### src/rtl/dlstq_pkg.sv
// Package for the delta-list sleep timer queue.
// Holds sizes, operation and result codes, and beat payload structs; no dependencies.
package dlstq_pkg;

  localparam int MaxSleepers = 16;
  localparam int DelayWidth = 16;
  localparam int IdxW = $clog2(MaxSleepers);
  localparam int CntW = $clog2(MaxSleepers + 1);

  typedef enum logic [1:0] {
    OP_INSERT = 2'd0,
    OP_TICK   = 2'd1,
    OP_REMOVE = 2'd2,
    OP_UNUSED = 2'd3
  } op_t;

  typedef enum logic [2:0] {
    K_INSERTED = 3'd0,
    K_FULL     = 3'd1,
    K_REMOVED  = 3'd2,
    K_NOTFOUND = 3'd3,
    K_WOKEN    = 3'd4,
    K_NONE     = 3'd5
  } kind_t;

  typedef struct packed {
    logic [1:0]  op;
    logic [7:0]  thread_id;
    logic [15:0] delay;
  } in_beat_t;

  typedef struct packed {
    logic [2:0] kind;
    logic [7:0] woken_id;
    logic       last;
  } out_beat_t;

  typedef struct packed {
    op_t                   op;
    logic [7:0]            tid;
    logic [DelayWidth-1:0] delay;
  } cmd_t;

endpackage

### src/rtl/dlstq_front.sv
// Front end of the sleep timer queue: accepts input beats, drops unused codes,
// and holds classified commands in a two-entry queue. Depends on dlstq_pkg.
module dlstq_front (
  input  logic               clk,
  input  logic               rst_n,
  input  logic               in_valid,
  output logic               in_ready,
  input  dlstq_pkg::in_beat_t in_data,
  output logic               cmd_valid,
  input  logic               cmd_ready,
  output dlstq_pkg::cmd_t    cmd
);

  dlstq_pkg::cmd_t q_r [2];
  dlstq_pkg::cmd_t q_nxt0, q_nxt1;
  logic [1:0] cnt_r, cnt_nxt;
  logic       push, pop;
  dlstq_pkg::cmd_t c_in;

  always_comb begin
    c_in.op = dlstq_pkg::op_t'(in_data.op);
    c_in.tid = in_data.thread_id;
    c_in.delay = (in_data.delay == '0) ? 16'd1 : in_data.delay;
  end

  assign in_ready = (cnt_r != 2'd2);
  assign push = in_valid && in_ready && (in_data.op != dlstq_pkg::OP_UNUSED);
  assign cmd_valid = (cnt_r != 2'd0);
  assign pop = cmd_valid && cmd_ready;
  assign cmd = q_r[0];

  always_comb begin
    q_nxt0 = q_r[0];
    q_nxt1 = q_r[1];
    cnt_nxt = cnt_r;
    if (pop) begin
      q_nxt0 = q_r[1];
    end
    if (push) begin
      if ((cnt_r == 2'd0) || (cnt_r == 2'd1 && pop)) begin
        q_nxt0 = c_in;
      end else begin
        q_nxt1 = c_in;
      end
    end
    if (push && !pop) begin
      cnt_nxt = cnt_r + 2'd1;
    end else if (!push && pop) begin
      cnt_nxt = cnt_r - 2'd1;
    end
  end

  always_ff @(posedge clk) begin
    q_r[0] <= q_nxt0;
    q_r[1] <= q_nxt1;
    if (!rst_n) begin
      cnt_r <= 2'd0;
    end else begin
      cnt_r <= cnt_nxt;
    end
  end

endmodule

### src/rtl/dlstq_back.sv
// Back end of the sleep timer queue: walks the delta list one slot per cycle
// and emits result beats through an output register. Depends on dlstq_pkg.
module dlstq_back (
  input  logic                  clk,
  input  logic                  rst_n,
  input  logic                  cmd_valid,
  output logic                  cmd_ready,
  input  dlstq_pkg::cmd_t       cmd,
  output logic                  out_valid,
  input  logic                  out_ready,
  output dlstq_pkg::out_beat_t  out_data
);

  localparam int DW = dlstq_pkg::DelayWidth;
  localparam int IW = dlstq_pkg::IdxW;
  localparam int CW = dlstq_pkg::CntW;

  typedef enum logic [5:0] {
    S_IDLE   = 6'b000001,
    S_INSSCN = 6'b000010,
    S_SHIFT  = 6'b000100,
    S_REMSCN = 6'b001000,
    S_PULL   = 6'b010000,
    S_TICK   = 6'b100000
  } state_t;

  state_t state_r, state_nxt;
  logic [7:0]    id_r [dlstq_pkg::MaxSleepers];
  logic [DW-1:0] dl_r [dlstq_pkg::MaxSleepers];
  logic [CW-1:0] cnt_r, cnt_nxt;
  logic [CW-1:0] pos_r, pos_nxt;
  logic [CW-1:0] i_r, i_nxt;
  logic [DW-1:0] dly_r, dly_nxt;
  logic [7:0]    tid_r, tid_nxt;
  logic          ov_r, ov_nxt;
  dlstq_pkg::out_beat_t od_r, od_nxt;
  logic          out_free;
  logic          wr_en, wr2_en;
  logic [IW-1:0] wr_a, wr2_a;
  logic [7:0]    wr_id;
  logic [DW-1:0] wr_dl, wr2_dl;
  logic [IW-1:0] pi, ii, ii1;

  assign out_valid = ov_r;
  assign out_data = od_r;
  assign out_free = !ov_r || out_ready;
  assign cmd_ready = (state_r == S_IDLE) && out_free;
  assign pi = pos_r[IW-1:0];
  assign ii = i_r[IW-1:0];
  assign ii1 = IW'(i_r - CW'(1));

  always_comb begin
    state_nxt = state_r;
    cnt_nxt = cnt_r;
    pos_nxt = pos_r;
    i_nxt = i_r;
    dly_nxt = dly_r;
    tid_nxt = tid_r;
    ov_nxt = ov_r && !out_ready;
    od_nxt = od_r;
    wr_en = 1'b0;
    wr_a = '0;
    wr_id = '0;
    wr_dl = '0;
    wr2_en = 1'b0;
    wr2_a = '0;
    wr2_dl = '0;
    case (state_r)
      S_IDLE: begin
        if (cmd_valid && out_free) begin
          tid_nxt = cmd.tid;
          dly_nxt = cmd.delay;
          pos_nxt = '0;
          case (cmd.op)
            dlstq_pkg::OP_INSERT: begin
              if (cnt_r == CW'(dlstq_pkg::MaxSleepers)) begin
                ov_nxt = 1'b1;
                od_nxt = '{dlstq_pkg::K_FULL, 8'd0, 1'b1};
              end else begin
                state_nxt = S_INSSCN;
              end
            end
            dlstq_pkg::OP_REMOVE: state_nxt = S_REMSCN;
            dlstq_pkg::OP_TICK: begin
              if (cnt_r == '0) begin
                ov_nxt = 1'b1;
                od_nxt = '{dlstq_pkg::K_NONE, 8'd0, 1'b1};
              end else begin
                state_nxt = S_TICK;
                if (dl_r[0] != '0) begin
                  wr2_en = 1'b1;
                  wr2_a = '0;
                  wr2_dl = dl_r[0] - DW'(1);
                  if (dl_r[0] != DW'(1)) begin
                    state_nxt = S_IDLE;
                    ov_nxt = 1'b1;
                    od_nxt = '{dlstq_pkg::K_NONE, 8'd0, 1'b1};
                  end
                end
              end
            end
            default: ;
          endcase
        end
      end
      S_INSSCN: begin
        if (pos_r < cnt_r && dl_r[pi] <= dly_r) begin
          dly_nxt = dly_r - dl_r[pi];
          pos_nxt = pos_r + CW'(1);
        end else begin
          if (pos_r < cnt_r) begin
            wr2_en = 1'b1;
            wr2_a = pi;
            wr2_dl = dl_r[pi] - dly_r;
          end
          i_nxt = cnt_r;
          state_nxt = S_SHIFT;
        end
      end
      S_SHIFT: begin
        if (i_r > pos_r) begin
          wr_en = 1'b1;
          wr_a = ii;
          wr_id = id_r[ii1];
          wr_dl = dl_r[ii1];
          i_nxt = i_r - CW'(1);
        end else if (out_free) begin
          wr_en = 1'b1;
          wr_a = pi;
          wr_id = tid_r;
          wr_dl = dly_r;
          cnt_nxt = cnt_r + CW'(1);
          ov_nxt = 1'b1;
          od_nxt = '{dlstq_pkg::K_INSERTED, tid_r, 1'b1};
          state_nxt = S_IDLE;
        end
      end
      S_REMSCN: begin
        if (pos_r >= cnt_r) begin
          if (out_free) begin
            ov_nxt = 1'b1;
            od_nxt = '{dlstq_pkg::K_NOTFOUND, 8'd0, 1'b1};
            state_nxt = S_IDLE;
          end
        end else if (id_r[pi] == tid_r) begin
          if (pos_r + CW'(1) < cnt_r) begin
            wr2_en = 1'b1;
            wr2_a = IW'(pos_r + CW'(1));
            wr2_dl = dl_r[IW'(pos_r + CW'(1))] + dl_r[pi];
          end
          i_nxt = pos_r;
          state_nxt = S_PULL;
        end else begin
          pos_nxt = pos_r + CW'(1);
        end
      end
      S_PULL: begin
        if (i_r + CW'(1) < cnt_r) begin
          wr_en = 1'b1;
          wr_a = ii;
          wr_id = id_r[IW'(i_r + CW'(1))];
          wr_dl = dl_r[IW'(i_r + CW'(1))];
          i_nxt = i_r + CW'(1);
        end else if (out_free) begin
          cnt_nxt = cnt_r - CW'(1);
          ov_nxt = 1'b1;
          od_nxt = '{dlstq_pkg::K_REMOVED, tid_r, 1'b1};
          state_nxt = S_IDLE;
        end
      end
      S_TICK: begin
        // Head delta is zero here: emit it, then shift the list down one slot.
        if (pos_r == '0) begin
          if (out_free) begin
            ov_nxt = 1'b1;
            od_nxt.kind = dlstq_pkg::K_WOKEN;
            od_nxt.woken_id = id_r[0];
            od_nxt.last = !(cnt_r > CW'(1) && dl_r[1] == '0);
            i_nxt = '0;
            pos_nxt = CW'(1);
          end
        end else if (i_r + CW'(1) < cnt_r) begin
          wr_en = 1'b1;
          wr_a = ii;
          wr_id = id_r[IW'(i_r + CW'(1))];
          wr_dl = dl_r[IW'(i_r + CW'(1))];
          i_nxt = i_r + CW'(1);
        end else begin
          cnt_nxt = cnt_r - CW'(1);
          pos_nxt = '0;
          state_nxt = od_r.last ? S_IDLE : S_TICK;
        end
      end
      default: state_nxt = S_IDLE;
    endcase
  end

  always_ff @(posedge clk) begin
    if (wr_en) begin
      id_r[wr_a] <= wr_id;
      dl_r[wr_a] <= wr_dl;
    end
    if (wr2_en) begin
      dl_r[wr2_a] <= wr2_dl;
    end
    pos_r <= pos_nxt;
    i_r <= i_nxt;
    dly_r <= dly_nxt;
    tid_r <= tid_nxt;
    od_r <= od_nxt;
    if (!rst_n) begin
      state_r <= S_IDLE;
      cnt_r <= '0;
      ov_r <= 1'b0;
    end else begin
      state_r <= state_nxt;
      cnt_r <= cnt_nxt;
      ov_r <= ov_nxt;
    end
  end

endmodule

### src/rtl/delta_list_sleep_timer_queue.sv
// Top level of the delta-list sleep timer queue: front queue and list engine.
// Insert and remove walk one slot a cycle.
// A tick emits one beat per woken thread.
// The front queue holds two commands. Synchronous active-low reset empties the list.
// Depends on dlstq_pkg, dlstq_front and dlstq_back.
module delta_list_sleep_timer_queue (
  input  logic                  clk,
  input  logic                  rst_n,
  input  logic                  in_valid,
  output logic                  in_ready,
  input  dlstq_pkg::in_beat_t   in_data,
  output logic                  out_valid,
  input  logic                  out_ready,
  output dlstq_pkg::out_beat_t  out_data
);

  logic            cmd_valid, cmd_ready;
  dlstq_pkg::cmd_t cmd;

  dlstq_front u_front (
    .clk(clk), .rst_n(rst_n), .in_valid(in_valid), .in_ready(in_ready),
    .in_data(in_data), .cmd_valid(cmd_valid), .cmd_ready(cmd_ready), .cmd(cmd)
  );

  dlstq_back u_back (
    .clk(clk), .rst_n(rst_n), .cmd_valid(cmd_valid), .cmd_ready(cmd_ready),
    .cmd(cmd), .out_valid(out_valid), .out_ready(out_ready), .out_data(out_data)
  );

endmodule

### config.mk
export PLATFORM = sky130hd
export DESIGN_NAME = delta_list_sleep_timer_queue
export DESIGN_NICKNAME = d
export VERILOG_FILES = /design/src/rtl/dlstq_pkg.sv /design/src/rtl/dlstq_front.sv /design/src/rtl/dlstq_back.sv /design/src/rtl/delta_list_sleep_timer_queue.sv
export SDC_FILE = /design/constraint.sdc
export NUM_CORES = 1
export LEC_CHECK = 0
export BUFFER_PORTS_ARGS = -buffer_cell sky130_fd_sc_hd__buf_4
export CORE_MARGIN = 3
export CORE_UTILIZATION = 30
export CTS_CLUSTER_DIAMETER = 60
export CTS_CLUSTER_SIZE = 30
export DETAILED_ROUTE_END_ITERATION = 16
export SYNTH_ARGS = -nofsm -noshare
export SYNTH_HDL_FRONTEND = slang
export SYNTH_HIERARCHICAL = 1
export SYNTH_SLANG_ARGS = --single-unit
### constraint.sdc
create_clock -name clk -period 7 [get_ports clk]
set_input_delay 0 -clock clk [delete_from_list [all_inputs] [get_ports clk]]
set_output_delay 0 -clock clk [all_outputs]
set_load 0.02 [all_outputs]
* Word-level counts from Yosys, hierarchy flattened
Memory sizes are Yosys's and may differ from the RTL's. A register that Yosys moved wholly into a read port is not among the register bits. Index checks and enable logic that the tools add are counted.
Cells by class: equal/unequal tests 41, order comparisons 7, reduce and logical (&&, ||, !) cells 40, add/subtract/negate cells 11, muxes and demuxes 132
Operator list (number):
- $mux W16 | 17
- $mux W12 | 13
- $mux W26 | 5
- $mux W5 | 20
- $pmux W16 S3 | 2
- $mux W6 | 14
- $pmux W12 S5 | 1
- $mux W4 | 12
- $pmux W6 S6 | 1
- $logic_not A16 Y1 | 2
- $mux W8 | 4
- $pmux W16 S2 | 1
- $sub A16 B16 Y16 | 2
- $mux W1 | 28
- $pmux W5 S5 | 1
- $pmux W12 S2 | 1
- $pmux W8 S3 | 1
- $ne A2 B2 Y1 const B | 10
- $pmux W5 S4 | 1
- $ne A2 B1 Y1 const B | 9
- $pmux W6 S3 | 1
- $add A16 B16 Y16 | 1
- $le A16 B16 Y1 | 1
- $ne A16 B1 Y1 const B | 1
- other kinds (47) | 82
Word-level totals: memories kept 3, input bits 30, output and inout bits 14, register bits after elaboration 60, logic and storage cells 245, RAM bits 436
Memory list:
- u_back.dl_r | words 16, width 16, rd ports 6, clocked after Yosys merged registers in 1, wr ports 1, line dlstq_back.sv:29 | logic [DW-1:0] dl_r [dlstq_pkg::MaxSleepers];
- u_back.id_r | words 16, width 8, rd ports 4, clocked after Yosys merged registers in 1, wr ports 1, line dlstq_back.sv:28 | logic [7:0] id_r [dlstq_pkg::MaxSleepers];
- u_front.q_r | words 2, width 26, rd ports 2, clocked after Yosys merged registers in 0, wr ports 2, line dlstq_front.sv:14 | dlstq_pkg::cmd_t q_r [2];

* Longest topological paths before layout
word-level depth 10, gate-level depth with buffers 20

* By module
Netlist, hierarchy kept.
By module, submodules not included:
- dlstq_back | area each 29294.3 sq um, cells an instance 1897, times used 1, seq. area each 13232.7 sq um
- dlstq_front | area each 2587.5 sq um, cells an instance 178, times used 1, seq. area each 1341.3 sq um

* Worst setup path before layout
No wires, ideal clock.
path type register to register, start register with a tool-made name, end memory u_back/dl_r[6][0] (netlist bit) (enable), buffers on the path 7, cell stages (with the launch flop) 20, clock period less this slack 6.964 ns, setup slack 0.036 ns, data arrival time 6.555 ns, required time 6.591 ns, path through dfxtp_1 > buf_2 > buf_1 > buf_1 > clkbuf_1 > clkbuf_1 > clkbuf_1 > mux4_2 > mux4_2 > ha_1 > clkbuf_1 > nand2_1 > or3_1 > o211ai_1 > a21oi_1 > and3_1 > o21ai_0 > o211a_1 > a21bo_2 > nor3_1
RTL lines (line):
- end, declared | dlstq_back.sv:29

==> summary.md <==
| Metric | Value |
|---|---|
| Die Span X | `~330 microns` |
| Hold_sp | `in_valid` |
| Post-Synth Simple-Gate Area | `between 5 and 6%` |
| Adder-Cell Fraction of Synth Area | `between 3 and 4%` |
| HP Class | `input port to register` |
| CTS H-tree lvls | `2` |
| Setup Viol. Count Final | `0` |
| Die area | `approximately 0.11 sq mm` |
| RD Place Congestion | `just over 0.9` |
| Final WL | `roughly 96000 microns` |
| Clock buffer depth | `3` |
| # IOs | `44` |
| Dpl ws | `around 1000 ps` |
| Row cnt | `about 120` |
| Clock latency on the worst-skew pair | `roughly 620 ps` |
| Status | `finished, final reports clean` |
| Slew @ Worst Pin | `between 1000 and 1500 ps` |
| P&R area growth vs syn | `11.66%` |
| Yosys cell types | `between 70 and 80` |
| Most used DFF post-synth | `edfxtp_1` |
| Setup Skew | `between 50 and 60 ps` |
| Non-filler cells, final | `3495` |
| Async SR Flop Fraction | `0%` |
| Initial antenna violation count | `0` |
| Min-Delay Path Depth | `6` |
| Synthesis warning total | `6` |
| Reg2reg end | `u_back/dl_r[10][5]$_DFFE_PP_` |
| Flop pwr share | `a little under a third` |
| Syn_area_per_cell | `between 15 and 20 sq um` |
| Relative slew slack | `19.79%` |
| Router iterations before antenna repair | `6` |
| Startpoint Class | `register` |
| Slew Limit Fails | `0` |
| Cell taking the most area after synthesis | `edfxtp_1` |
| Drc violations | `0` |
| Post-CTS setup buffer count | `0` |
| Critical setup path kind | `register to register` |
| Global Route Usage Sum | `~17%` |
| Fin crit share | `around 87%` |
| Max FO, Critical Path | `65` |
| Synth area leaders | `edfxtp_1, mux4_2, ha_1, dfxtp_1, mux2_4` |
| Proportion of layout cells with a drive suffix above 1 | `between 30% and 40%` |
| CP Capture Type | `register` |
| Critical path data arrival time | `6350 ps` |
| Post-synthesis register bit count | `500` |
| Finished Cell Area | `0.03560 sq mm` |
| Via density per instance | `about 6` |
| Vias in the first global route | `roughly 21000` |
| Internal reg-to-reg setup slack | `roughly 890 ps` |
| Clk root buf | `clkbuf_16` |
| I/O Buffers | `43` |
| Fmax | `0.1637 GHz` |
| GRT Residual Overflow | `0` |
| WL/cell | `between 20 and 30 microns` |
| Placed Instances | `3400` |
| Post-synth EDFFs | `between 400 and 500` |
| Internal Pwr Total | `about 8.0 mW` |
| Final #Nets | `roughly 2200` |
| Final Hold Vio Count | `0` |
| Setup TNS | `0 ps` |
| Reg2Reg Depth | `15` |
| Power Density | `between 300 and 400 mW/mm^2` |
| Register area share after synthesis | `roughly 46%` |
| Pleak | `10.99 nW` |
| Final antenna-violating net count | `0` |
| XOR/XNOR Fraction of Synth Area | `under 10%` |
| Complex-gate fraction of the synthesized area | `6.150%` |
| Diodes inserted | `0` |
| Worst path required time | `between 7000 and 8000 ps` |
| Mapped Area | `about 0.032 sq mm` |
| Total CTS buffers | `36` |
| Initial DRC count | `around 2600` |
| TritonCTS clock tree | `built` |
| Final worst slack | `between 800 and 900 ps` |
| CTS Sinks | `500` |
| First-pass GRT wire length | `144000 microns` |
| Initial Utilization | `between 30% and 40%` |
| Largest net degree at the start of global routing | `66` |
| NetSw | `5.352 mW` |
| Placed Area | `about 0.034 sq mm` |
| Clock-pin slew on the worst setup and hold paths | `90 ps` |
| Hpwl dp | `roughly 65000 microns` |
| Share of the synthesized area in the top cell type | `42.95%` |
| Clk network pwr share | `between 15 and 20%` |
| Via count | `21020` |
| Largest family of logic cells by synthesized area | `multiplexers` |
| Post-CTS sizing | `0` |
| Mux contribution to synthesized area | `33.65%` |
| Core Footprint | `approximately 0.10 sq mm` |
| Comb pwr share | `between 50% and 60%` |
| Max cap viols | `0` |
| Min Tclk post-route | `just over 6000 ps` |
| Die H | `332.0 microns` |
| Switching part of the total power | `about two fifths` |
| RSZ-0062 raised after global routing | `no` |
| Worst vdd ir | `342.4 uV` |
| Syn nets | `between 2000 and 2500` |
| Post-Synthesis Cells | `approximately 2100` |
| Worst Hold End | `u_front/cnt_r[1]$_SDFFE_PN0P_` |
==> cells in the final DEF (no fill, tap or decap), types with 8 or more instances in the layout <==
cell type	instances
nor4_1	17
ha_1	82
nor3_2	9
a221oi_1	10
a31oi_1	11
a21oi_1	68
o21ai_0	66
nand4_1	9
o31ai_1	9
and3_1	9
a22oi_1	17
nor2_2	8
nor3_1	21
mux2_4	38
mux2_2	20
mux4_2	426
xor2_1	24
a21o_1	11
dlygate4sd3_1	29
nand3_1	23
mux2i_1	26
nand2_1	96
nor2b_1	8
inv_1	72
a22o_1	15
nand3b_1	9
a211oi_1	12
xnor2_1	50
inv_6	8
or3_1	10
nor2_1	77
clkbuf_16	38
buf_4	134
dfxtp_1	40
edfxtp_1	456
o211ai_1	15
==> state kept, by name, summed over array words and instances, names as in the netlist, 6 cells and up, named ones only <==
name and cells:
u_back/id_r 128, u_back/dly_r 16, u_back/tid_r 8, u_back/dl_r 256
u_front/q_r 52, u_back/out_data 12, u_back/state_r 6
==> through the flow <==
step                      hold WS [ps]  power (mW)  utilization (%)
final                            113.0       13.33            34.06
after global routing             133.6       14.05            34.06
after CTS                        76.54       13.33            34.06
after detailed placement         191.2       10.89            32.51
after global placement           190.5       10.79            32.51
after floorplan                  76.23       9.170                -
==> logic make-up (layout without fill, tap and decap cells) <==
kind of cell,after synthesis,count (layout)
mux,513,513
flops,500,500
simple gates,335,335
compound gates,294,294
buf+inv,267,307
fa+ha+maj,87,87
xor+xnor,79,79
==> per-layer routing <==
| metal | up-vias | track usage (%) | wire, microns |
|---|---|---|---|
| li1 | 8576 | - | - |
| met1 | 10970 | 22.85 | 37660 |
| met2 | 1290 | 28.13 | 45910 |
| met3 | 188 | 3.098 | 8929 |
| met4 | 0 | 5.527 | 3333 |
| met5 | - | 0 | 0 |
==> critical path, stage by stage (launching register included) <==
cell and delay [ps]:
dfxtp_4 1070, buf_4 550, mux4_2 390, mux4_2 510, ha_1 490, nand2_1 150
or3_1 370, o211ai_1 180, a21oi_1 130, nand3_1 130, buf_4 190, o21ai_0 140
a21oi_1 520, o211ai_1 360, nor2_2 160, buf_4 360
==> how the worst max path moves through the flow <==
stage | startpoint | to | slack [ps] | cells after the start
5_1_grt | register | u_back/dl_r[10][5]$_DFFE_PP_ | 650 | 17
2_1_floorplan | register | u_back/dl_r[6][0]$_DFFE_PP_ | 40 | 19
3_3_place_gp | register | u_back/dl_r[10][8]$_DFFE_PP_ | 1170 | 15
3_5_place_dp | register | u_back/dl_r[10][8]$_DFFE_PP_ | 1000 | 15
6_report | register | u_back/dl_r[10][5]$_DFFE_PP_ | 890 | 15
4_1_cts | register | u_back/dl_r[10][5]$_DFFE_PP_ | 920 | 15
==> synthesized netlist by cell type, drive strengths merged (7+ instances only) <==
cell    number
inv         74
a211oi      12
o21ai       68
mux2        58
o31ai        9
dfxtp       44
and2         7
buf         86
o21bai       7
a31oi       11
nor3        30
a21oi       68
nor4        17
and3         9
nand2       96
o21a         8
or3         10
o211ai      15
nand4       10
xor2        27
a221oi      10
mux2i       26
a21o        12
a22oi       17
nor3b        7
nor2b        9
xnor2       52
o221ai       7
nor2        85
mux4       429
nand3       23
edfxtp     456
a22o        15
nand3b       9
clkbuf     106
ha          84
==> layout make-up <==
| class | count | area (sq um) |
|---|---|---|
| timing repair buffer | 166 | 1356 |
| clock buffer | 41 | 962.2 |
| tap | 1380 | 1727 |
| sequential | 500 | 14580 |
| multi-input combinational | 1308 | 16320 |
| fill | 9893 | 68930 |
| inverter | 75 | 286.5 |
| clock inverter | 25 | 361.6 |
==> power groups by stage <==
stage / sequential [mW] / clock (mW) / combinational, mW
2_1_floorplan: 3.78 / 0 / 5.39
3_3_place_gp: 4.07 / 0 / 6.72
3_5_place_dp: 4.07 / 0 / 6.81
4_1_cts: 4.02 / 2.44 / 6.87
5_1_grt: 4.06 / 2.54 / 7.45
6_report: 4.02 / 2.38 / 6.93
==> what timing repair did <==
| action | 4_1_cts | 5_1_grt |
|---|---|---|
| setup endpoints to repair | 0 | 0 |
| hold endpoints to repair | 66 | 0 |
| hold buffers | 29 | 0 |
Power figures use the tool's default switching activity.
